===== src/hw/rtl/aoc_pkg.sv =====
// aoc_pkg: shared types and constants for the alpha-over compositor.
// No dependencies; used by aoc_prep, aoc_div_step and the top level.
package aoc_pkg;

  localparam int unsigned NUM_CH   = 3;
  localparam int unsigned PIX_W    = 8;
  localparam int unsigned NUM_W    = 25;  // tc*ta*255 + bc*ba*(255-ta) < 2^25
  localparam int unsigned DEN_W    = 16;  // oa*255 < 2^16
  localparam int unsigned DIV_BITS = 2;   // quotient bits resolved per divider stage
  localparam int unsigned DIV_STGS = PIX_W / DIV_BITS;

  localparam logic [PIX_W-1:0] MAX_VAL = 8'd255;

  // floor(x/255) == (x*RECIP) >> RECIP_SHIFT for any 16-bit x
  localparam logic [15:0]  RECIP       = 16'd32897;
  localparam int unsigned  RECIP_SHIFT = 23;

  localparam int unsigned CH_RED   = 0;
  localparam int unsigned CH_GREEN = 1;
  localparam int unsigned CH_BLUE  = 2;

  typedef struct packed {
    logic [PIX_W-1:0] r;
    logic [PIX_W-1:0] g;
    logic [PIX_W-1:0] b;
    logic [PIX_W-1:0] a;
  } aoc_pix_t;

  typedef struct packed {
    logic [NUM_W-1:0] rem;
    logic [PIX_W-1:0] quo;
  } aoc_chan_t;

  typedef struct packed {
    aoc_chan_t [NUM_CH-1:0] ch;
    logic [DEN_W-1:0]       den;
    logic [PIX_W-1:0]       alpha;
  } aoc_div_t;

endpackage


===== src/hw/rtl/aoc_prep.sv =====
// aoc_prep: three front stages - products, numerators and alpha, divider setup.
// Depends on aoc_pkg.
module aoc_prep (
  input  logic             clk,
  input  logic             rst_n,
  input  logic             up_valid,
  output logic             up_ready,
  input  aoc_pkg::aoc_pix_t top_pix,
  input  aoc_pkg::aoc_pix_t bot_pix,
  input  logic             below,
  output logic             dn_valid,
  input  logic             dn_ready,
  output aoc_pkg::aoc_div_t dn_data
);

  // ---- stage 1: 8x8 products and copy/blend decision
  logic        p1_v_r, p1_rdy;
  logic [15:0] tcta_r [aoc_pkg::NUM_CH];
  logic [15:0] bcba_r [aoc_pkg::NUM_CH];
  logic [15:0] aprod_r;
  logic [7:0]  ta_r, inv_r;
  logic        byp_r;
  aoc_pkg::aoc_pix_t bpix_r;

  logic [7:0]  tc [aoc_pkg::NUM_CH];
  logic [7:0]  bc [aoc_pkg::NUM_CH];
  logic [7:0]  inv_nxt;
  logic        byp_nxt;
  aoc_pkg::aoc_pix_t bpix_nxt;

  // ---- stage 2
  logic        p2_v_r, p2_rdy;
  logic [aoc_pkg::NUM_W-1:0] num_r [aoc_pkg::NUM_CH];
  logic [7:0]  oa_r;
  logic        byp2_r;
  aoc_pkg::aoc_pix_t bpix2_r;
  logic [31:0] recip_prod;
  logic [7:0]  oa_nxt;
  logic [aoc_pkg::NUM_W-1:0] num_nxt [aoc_pkg::NUM_CH];

  // ---- stage 3
  logic        p3_v_r, p3_rdy;
  aoc_pkg::aoc_div_t dv_r, dv_nxt;
  logic [aoc_pkg::DEN_W-1:0] den;
  logic [7:0]  bvals [aoc_pkg::NUM_CH];

  assign tc[aoc_pkg::CH_RED]   = top_pix.r;
  assign tc[aoc_pkg::CH_GREEN] = top_pix.g;
  assign tc[aoc_pkg::CH_BLUE]  = top_pix.b;
  assign bc[aoc_pkg::CH_RED]   = bot_pix.r;
  assign bc[aoc_pkg::CH_GREEN] = bot_pix.g;
  assign bc[aoc_pkg::CH_BLUE]  = bot_pix.b;

  assign inv_nxt = aoc_pkg::MAX_VAL - top_pix.a;

  always_comb begin
    byp_nxt  = 1'b0;
    bpix_nxt = top_pix;
    if (top_pix.a == aoc_pkg::MAX_VAL || bot_pix.a == 8'd0) begin
      byp_nxt  = 1'b1;
      bpix_nxt = (below && top_pix.a == 8'd0) ? bot_pix : top_pix;
    end else if (top_pix.a == 8'd0) begin
      byp_nxt  = 1'b1;
      bpix_nxt = bot_pix;
    end
  end

  assign p1_rdy   = !p1_v_r || p2_rdy;
  assign up_ready = p1_rdy;

  always_ff @(posedge clk) begin
    if (!rst_n) begin
      p1_v_r <= 1'b0;
    end else if (p1_rdy) begin
      p1_v_r <= up_valid;
    end
  end

  always_ff @(posedge clk) begin
    if (p1_rdy && up_valid) begin
      for (int k = 0; k < aoc_pkg::NUM_CH; k++) begin
        tcta_r[k] <= 16'(tc[k]) * 16'(top_pix.a);
        bcba_r[k] <= 16'(bc[k]) * 16'(bot_pix.a);
      end
      aprod_r <= 16'(bot_pix.a) * 16'(inv_nxt);
      ta_r    <= top_pix.a;
      inv_r   <= inv_nxt;
      byp_r   <= byp_nxt;
      bpix_r  <= bpix_nxt;
    end
  end

  // ---- stage 2: numerators, out alpha via reciprocal of 255
  assign recip_prod = 32'(aprod_r) * 32'(aoc_pkg::RECIP);
  assign oa_nxt = ta_r + recip_prod[aoc_pkg::RECIP_SHIFT +: 8];

  always_comb begin
    for (int k = 0; k < aoc_pkg::NUM_CH; k++) begin
      num_nxt[k] = aoc_pkg::NUM_W'({tcta_r[k], 8'd0}) - aoc_pkg::NUM_W'(tcta_r[k])
                 + aoc_pkg::NUM_W'(24'(bcba_r[k]) * 24'(inv_r));
    end
  end

  assign p2_rdy = !p2_v_r || p3_rdy;

  always_ff @(posedge clk) begin
    if (!rst_n) begin
      p2_v_r <= 1'b0;
    end else if (p2_rdy) begin
      p2_v_r <= p1_v_r;
    end
  end

  always_ff @(posedge clk) begin
    if (p2_rdy && p1_v_r) begin
      num_r   <= num_nxt;
      oa_r    <= oa_nxt;
      byp2_r  <= byp_r;
      bpix2_r <= bpix_r;
    end
  end

  // ---- stage 3: denominator, saturation, copy preload
  assign den = {oa_r, 8'd0} - {8'd0, oa_r};
  assign bvals[aoc_pkg::CH_RED]   = bpix2_r.r;
  assign bvals[aoc_pkg::CH_GREEN] = bpix2_r.g;
  assign bvals[aoc_pkg::CH_BLUE]  = bpix2_r.b;

  always_comb begin
    dv_nxt.den   = den;
    dv_nxt.alpha = oa_r;
    for (int k = 0; k < aoc_pkg::NUM_CH; k++) begin
      dv_nxt.ch[k].rem = num_r[k];
      dv_nxt.ch[k].quo = 8'd0;
      if (num_r[k] >= aoc_pkg::NUM_W'({den, 8'd0})) begin
        // quotient would pass 255: clamp, nothing left to divide
        dv_nxt.ch[k].rem = '0;
        dv_nxt.ch[k].quo = aoc_pkg::MAX_VAL;
      end
    end
    if (byp2_r) begin
      // copy: result preloaded, zero remainder keeps divider steps idle
      dv_nxt.den   = aoc_pkg::DEN_W'(1);
      dv_nxt.alpha = bpix2_r.a;
      for (int k = 0; k < aoc_pkg::NUM_CH; k++) begin
        dv_nxt.ch[k].rem = '0;
        dv_nxt.ch[k].quo = bvals[k];
      end
    end
  end

  assign p3_rdy = !p3_v_r || dn_ready;

  always_ff @(posedge clk) begin
    if (!rst_n) begin
      p3_v_r <= 1'b0;
    end else if (p3_rdy) begin
      p3_v_r <= p2_v_r;
    end
  end

  always_ff @(posedge clk) begin
    if (p3_rdy && p2_v_r) begin
      dv_r <= dv_nxt;
    end
  end

  assign dn_valid = p3_v_r;
  assign dn_data  = dv_r;

endmodule


===== src/hw/rtl/aoc_div_step.sv =====
// aoc_div_step: one restoring-division stage, two quotient bits for all channels.
// Depends on aoc_pkg.
module aoc_div_step #(
  parameter int unsigned BIT_HI = 7
) (
  input  logic              clk,
  input  logic              rst_n,
  input  logic              up_valid,
  output logic              up_ready,
  input  aoc_pkg::aoc_div_t up_data,
  output logic              dn_valid,
  input  logic              dn_ready,
  output aoc_pkg::aoc_div_t dn_data
);

  localparam int unsigned BIT_LO = BIT_HI - 1;

  logic              v_r;
  aoc_pkg::aoc_div_t d_r, d_nxt;

  always_comb begin
    logic [aoc_pkg::NUM_W:0]   trial;
    logic [aoc_pkg::NUM_W-1:0] dext;
    dext  = aoc_pkg::NUM_W'(up_data.den);
    d_nxt = up_data;
    for (int k = 0; k < aoc_pkg::NUM_CH; k++) begin
      trial = {1'b0, d_nxt.ch[k].rem} - {1'b0, dext << BIT_HI};
      if (!trial[aoc_pkg::NUM_W]) begin
        d_nxt.ch[k].rem         = trial[aoc_pkg::NUM_W-1:0];
        d_nxt.ch[k].quo[BIT_HI] = 1'b1;
      end
      trial = {1'b0, d_nxt.ch[k].rem} - {1'b0, dext << BIT_LO};
      if (!trial[aoc_pkg::NUM_W]) begin
        d_nxt.ch[k].rem         = trial[aoc_pkg::NUM_W-1:0];
        d_nxt.ch[k].quo[BIT_LO] = 1'b1;
      end
    end
  end

  assign up_ready = !v_r || dn_ready;

  always_ff @(posedge clk) begin
    if (!rst_n) begin
      v_r <= 1'b0;
    end else if (up_ready) begin
      v_r <= up_valid;
    end
  end

  always_ff @(posedge clk) begin
    if (up_ready && up_valid) begin
      d_r <= d_nxt;
    end
  end

  assign dn_valid = v_r;
  assign dn_data  = d_r;

endmodule


===== src/hw/rtl/alpha_over_compositor_unit.sv =====
// alpha_over_compositor_unit: top level, Porter-Duff over blend of RGBA8 pixels.
// Depends on aoc_pkg, aoc_prep and aoc_div_step.

// Takes one top/bottom pixel pair per cycle and returns one blended pixel per
// pair, in order. Seven register stages: the first loads at the accepting edge
// and the last one drives the out_ port. The stages are three front stages (8x8
// products; numerators and out alpha via a reciprocal multiply; denominator
// and clamp), then four restoring-division stages of two quotient bits each.
// Every stage carries its own valid bit and is refilled as soon as its beat
// moves on, so a held-off output only backs up as far as there are full stages
// and in_ready stays high while any stage is empty. Copy cases (opaque or
// transparent pixels) travel the same pipe with the result preloaded, so
// order is kept. Sustained rate is one beat per clock with out_ready high.
module alpha_over_compositor_unit (
  input  logic       clk,
  input  logic       rst_n,
  input  logic       in_valid,
  output logic       in_ready,
  input  logic [7:0] in_top_red,
  input  logic [7:0] in_top_green,
  input  logic [7:0] in_top_blue,
  input  logic [7:0] in_top_alpha,
  input  logic [7:0] in_bottom_red,
  input  logic [7:0] in_bottom_green,
  input  logic [7:0] in_bottom_blue,
  input  logic [7:0] in_bottom_alpha,
  input  logic       in_store_below,
  output logic       out_valid,
  input  logic       out_ready,
  output logic [7:0] out_red,
  output logic [7:0] out_green,
  output logic [7:0] out_blue,
  output logic [7:0] out_alpha
);

  aoc_pkg::aoc_pix_t top_pix, bot_pix;

  // index 0 is the front end output, last index feeds the out_ port
  logic              stg_valid [aoc_pkg::DIV_STGS+1];
  logic              stg_ready [aoc_pkg::DIV_STGS+1];
  aoc_pkg::aoc_div_t stg_data  [aoc_pkg::DIV_STGS+1];

  assign top_pix = '{r: in_top_red, g: in_top_green, b: in_top_blue, a: in_top_alpha};
  assign bot_pix = '{r: in_bottom_red, g: in_bottom_green, b: in_bottom_blue,
                     a: in_bottom_alpha};

  aoc_prep u_prep (
    .clk      (clk),
    .rst_n    (rst_n),
    .up_valid (in_valid),
    .up_ready (in_ready),
    .top_pix  (top_pix),
    .bot_pix  (bot_pix),
    .below    (in_store_below),
    .dn_valid (stg_valid[0]),
    .dn_ready (stg_ready[0]),
    .dn_data  (stg_data[0])
  );

  // quotient bits 7..0, two per stage, most significant first
  for (genvar j = 0; j < aoc_pkg::DIV_STGS; j++) begin : g_div
    aoc_div_step #(
      .BIT_HI (aoc_pkg::PIX_W - 1 - aoc_pkg::DIV_BITS * j)
    ) u_step (
      .clk      (clk),
      .rst_n    (rst_n),
      .up_valid (stg_valid[j]),
      .up_ready (stg_ready[j]),
      .up_data  (stg_data[j]),
      .dn_valid (stg_valid[j+1]),
      .dn_ready (stg_ready[j+1]),
      .dn_data  (stg_data[j+1])
    );
  end

  // last divider register doubles as the output register
  assign out_valid = stg_valid[aoc_pkg::DIV_STGS];
  assign stg_ready[aoc_pkg::DIV_STGS] = out_ready;
  assign out_red   = stg_data[aoc_pkg::DIV_STGS].ch[aoc_pkg::CH_RED].quo;
  assign out_green = stg_data[aoc_pkg::DIV_STGS].ch[aoc_pkg::CH_GREEN].quo;
  assign out_blue  = stg_data[aoc_pkg::DIV_STGS].ch[aoc_pkg::CH_BLUE].quo;
  assign out_alpha = stg_data[aoc_pkg::DIV_STGS].alpha;

  // empty output stage means the whole ready chain is open
  a_ready_when_drained: assert property (@(posedge clk) disable iff (!rst_n)
    !out_valid |-> in_ready)
    else $error("in_ready low with output stage empty");

  // divider never sees a zero denominator
  a_den_nonzero: assert property (@(posedge clk) disable iff (!rst_n)
    stg_valid[0] |-> stg_data[0].den != '0)
    else $error("zero denominator entering divider");

  // setup leaves each remainder below den*256, so eight bits suffice
  a_rem_in_range: assert property (@(posedge clk) disable iff (!rst_n)
    stg_valid[0] |->
      (stg_data[0].ch[aoc_pkg::CH_RED].rem   < aoc_pkg::NUM_W'({stg_data[0].den, 8'd0})) &&
      (stg_data[0].ch[aoc_pkg::CH_GREEN].rem < aoc_pkg::NUM_W'({stg_data[0].den, 8'd0})) &&
      (stg_data[0].ch[aoc_pkg::CH_BLUE].rem  < aoc_pkg::NUM_W'({stg_data[0].den, 8'd0})))
    else $error("divider remainder out of range at setup");

  // after the last step every remainder is below the divisor
  a_rem_final: assert property (@(posedge clk) disable iff (!rst_n)
    out_valid |->
      (stg_data[aoc_pkg::DIV_STGS].ch[aoc_pkg::CH_RED].rem
         < aoc_pkg::NUM_W'(stg_data[aoc_pkg::DIV_STGS].den)) &&
      (stg_data[aoc_pkg::DIV_STGS].ch[aoc_pkg::CH_GREEN].rem
         < aoc_pkg::NUM_W'(stg_data[aoc_pkg::DIV_STGS].den)) &&
      (stg_data[aoc_pkg::DIV_STGS].ch[aoc_pkg::CH_BLUE].rem
         < aoc_pkg::NUM_W'(stg_data[aoc_pkg::DIV_STGS].den)))
    else $error("division incomplete at output");

endmodule

===== config.mk =====
export PLATFORM = sky130hd
export DESIGN_NAME = alpha_over_compositor_unit
export DESIGN_NICKNAME = d
export VERILOG_FILES = /design/src/hw/rtl/aoc_pkg.sv /design/src/hw/rtl/aoc_prep.sv /design/src/hw/rtl/aoc_div_step.sv /design/src/hw/rtl/alpha_over_compositor_unit.sv
export SDC_FILE = /design/constraint.sdc
export NUM_CORES = 2
export LEC_CHECK = 0
export BUFFER_PORTS_ARGS = -buffer_cell sky130_fd_sc_hd__buf_2
export CAP_MARGIN = 25
export CORE_MARGIN = 3
export CORE_UTILIZATION = 60
export CTS_BUF_LIST = sky130_fd_sc_hd__clkbuf_2
export CTS_CLUSTER_DIAMETER = 100
export CTS_CLUSTER_SIZE = 8
export DETAILED_ROUTE_END_ITERATION = 10
export GPL_TIMING_DRIVEN = 0
export PLACE_DENSITY = 0.72
export SKIP_CTS_REPAIR_TIMING = 1
export SYNTH_ARGS = -nofsm -noshare
export SYNTH_HDL_FRONTEND = slang
export SYNTH_HIERARCHICAL = 1
export SYNTH_SLANG_ARGS = --single-unit

===== constraint.sdc =====
create_clock -name clk -period 13.7 [get_ports clk]
set_input_delay 2.055 -clock clk [delete_from_list [all_inputs] [get_ports clk]]
set_output_delay 2.055 -clock clk [all_outputs]
set_load 0.01 [all_outputs]

==> impl_metrics.yaml <==
timing:
  min_period_ns: 7.61
  relSlewSlack_pct: 21.6
  tightest_slew_ns: 1.18
  finalWorstSetupSlack_ns: 6.09
  post-route-period-util_pct: 55.5
  report.final.setup_viol: 0
  holdWs_ns: 0.365
  hold_viol_final: 0
  fmax_mhz: 131
  rsz0062_at_grt: "no"
  fin_skew_ns: 0.118
  maxSlewViolCount: 0
routing:
  vias: 60300
  drc: 0
  first_pass_iters: 6
  postRouteAntennaNets: 0
  wire_per_inst_um: 21.2
  drt_iter0_markers: 3517
  finalWirelength_um: 218000
  via_per_inst: 5.87
floorplanning:
  chipWidth_um: 376
  initial_core_util_pct: 60.9
  fp.dieH_um: 376
  core-area_sq_um: 134000
  pin_count: 103
  dieArea_sq_um: 141000
  rows: 134
critical_path:
  critical-path-top-delay-family: "compound AO/OA/AOI/OAI gates"
  cpMostUsedCell: "o21ai_0"
  crit_buf_inv: 5
  crit_fanout: 10
  critPathKind: "reg -> reg"
  slowest_stage: "edfxtp_1"
  setup.worst_path.start_class: "flip-flop"
  cp_cell_sequence: "inv_1 -> fa_1 -> a21oi_1 -> o21a_1 -> a21o_1 -> a2111o_1 -> and2_1 -> buf_2 -> clkbuf_1 -> clkbuf_1 -> o21ai_0 -> ha_1 -> o21a_1 -> o31a_1 -> o41a_1 -> o21ai_0 -> nand2_1 -> o21ai_0 -> nand4_1 -> nor3_1 -> buf_4 -> mux2_2"
  cpPeakStageDelay_ns: 0.70
  endpoint_kind: "flip-flop"
  cp.required_ns: 14.98
  crit_arrival_ns: 8.88
placed_design:
  portBuffers: 90
  detailed_place_hpwl_um: 179000
  gp_congestion: 0.984
  place_area_sq_um: 85100
  pre_cts_ws_ns: 5.70
final_layout:
  drive_gt1_share_pct: 6.85
  area_growth_pct: 4.86
  final_cell_area_sq_um: 85900
  finalNetCount: 10100
  num-fill-cells: 11200
run_status:
  outcome: "complete, no violations"
clock_tree:
  cts-buffers-inserted: 112
  htree_levels: 3
  cts.clk_slew.worst_paths_ns: 0.21
  cts.sinks: 808
  root_buffer: "clkbuf_2"
  cts_max_path_buffers: 3
  cts_tree: "yes"
  clock_latency_ns: 1.56
global_route:
  grt_start_max_net_pins: 69
  antenna_found_initial: 6
  grtUsageTotal_pct: 31.2
  grt_pass1_wl_um: 341000
  grt_overflow: 0
  grt_pass1_vias: 60900
synth:
  syn_avg_cell_area_sq_um: 9.95
  ys_warn_count: 6
  synthCells: 8232
  netlist_area_sq_um: 81900
worst_hold_path:
  min_path_type: "reg -> reg"
run:
  max_cap_violations: 0
==> final cells by class <==
class | instances | area, sq um | area share (%)
antenna | 6 | 15.0 | 0.0175
buffer | 214 | 898 | 1.05
clock buffer | 147 | 736 | 0.856
clock inverter | 8 | 82.6 | 0.0961
inverter | 1000 | 3750 | 4.37
multi-input combinational | 6212 | 53100 | 61.9
sequential | 808 | 24200 | 28.2
tap | 1768 | 2210 | 2.57
timing repair buffer | 111 | 885 | 1.03
==> state kept, by name, indices dropped and copies added (netlist names) <==
register	cells
u_prep/byp_r	1
u_prep/bpix_r	32
u_prep/p1_v_r	1
u_prep/aprod_r	16
u_prep/oa_r	8
g_div.u_step/dn_valid	4
u_prep/dn_data	123
u_prep/byp2_r	1
u_prep/bcba_r	48
u_prep/tcta_r	48
g_div.u_step/dn_data	401
u_prep/dn_valid	1
u_prep/num_r	75
u_prep/p2_v_r	1
u_prep/bpix2_r	32
u_prep/inv_r	8
u_prep/ta_r	8
==> path summary, 6_finish.rpt <==
kind / depth (start not counted) / slack, ns / end / start
max: 22 / 6.09 / g_div[2].u_step/dn_data[73]$_DFFE_PP_ / g_div[1].u_step/dn_data[9]$_DFFE_PP_
min: 0 / 0.36 / g_div[3].u_step/dn_data[30]$_DFFE_PP_ / g_div[2].u_step/dn_data[30]$_DFFE_PP_
max reg2reg: 22 / 6.09 / g_div[2].u_step/dn_data[73]$_DFFE_PP_ / g_div[1].u_step/dn_data[9]$_DFFE_PP_
min reg2reg: 0 / 0.36 / g_div[3].u_step/dn_data[30]$_DFFE_PP_ / g_div[2].u_step/dn_data[30]$_DFFE_PP_
==> cell usage in the layout (no fill, tap or decap), types with 34 or more instances in the layout <==
master	count
o31ai_1	45
mux2i_1	42
o21ai_0	323
o211ai_1	56
nand4_1	36
or3_1	41
nor3_1	97
ha_1	936
xor2_1	131
inv_1	997
a21o_1	169
a31oi_1	38
nand2b_1	93
clkbuf_2	147
nor2_1	377
nor2b_1	131
nand3_1	97
o21a_1	130
mux2_2	114
buf_2	115
and3_1	41
a211oi_1	53
xnor2_1	307
fa_1	616
edfxtp_1	801
a21oi_1	469
nand2_1	827
clkbuf_1	170
o21bai_1	51
or2_2	34
and2_1	471
==> layer usage <==
layer	vias to the layer above	routed length [um]	track usage, %
li1	28900	-	-
met1	29100	86200	37.2
met2	1775	106000	54.3
met3	530	9860	3.37
met4	2	15800	18.7
met5	-	13	0
==> per-stage QoR <==
step | setup TNS (ns) | cells | utilization [%]
after floorplan | 0 | 8234 | -
after global placement | -380.38 | 10100 | 62.9
after detailed placement | 0 | 10100 | 63.3
after CTS | 0 | 10300 | 63.9
after global routing | 0 | 10300 | 63.9
final | 0 | 10300 | 63.9
Power is not shown: default switching activity piles up to over one toggle a cycle in this logic, so the estimate is an artifact.
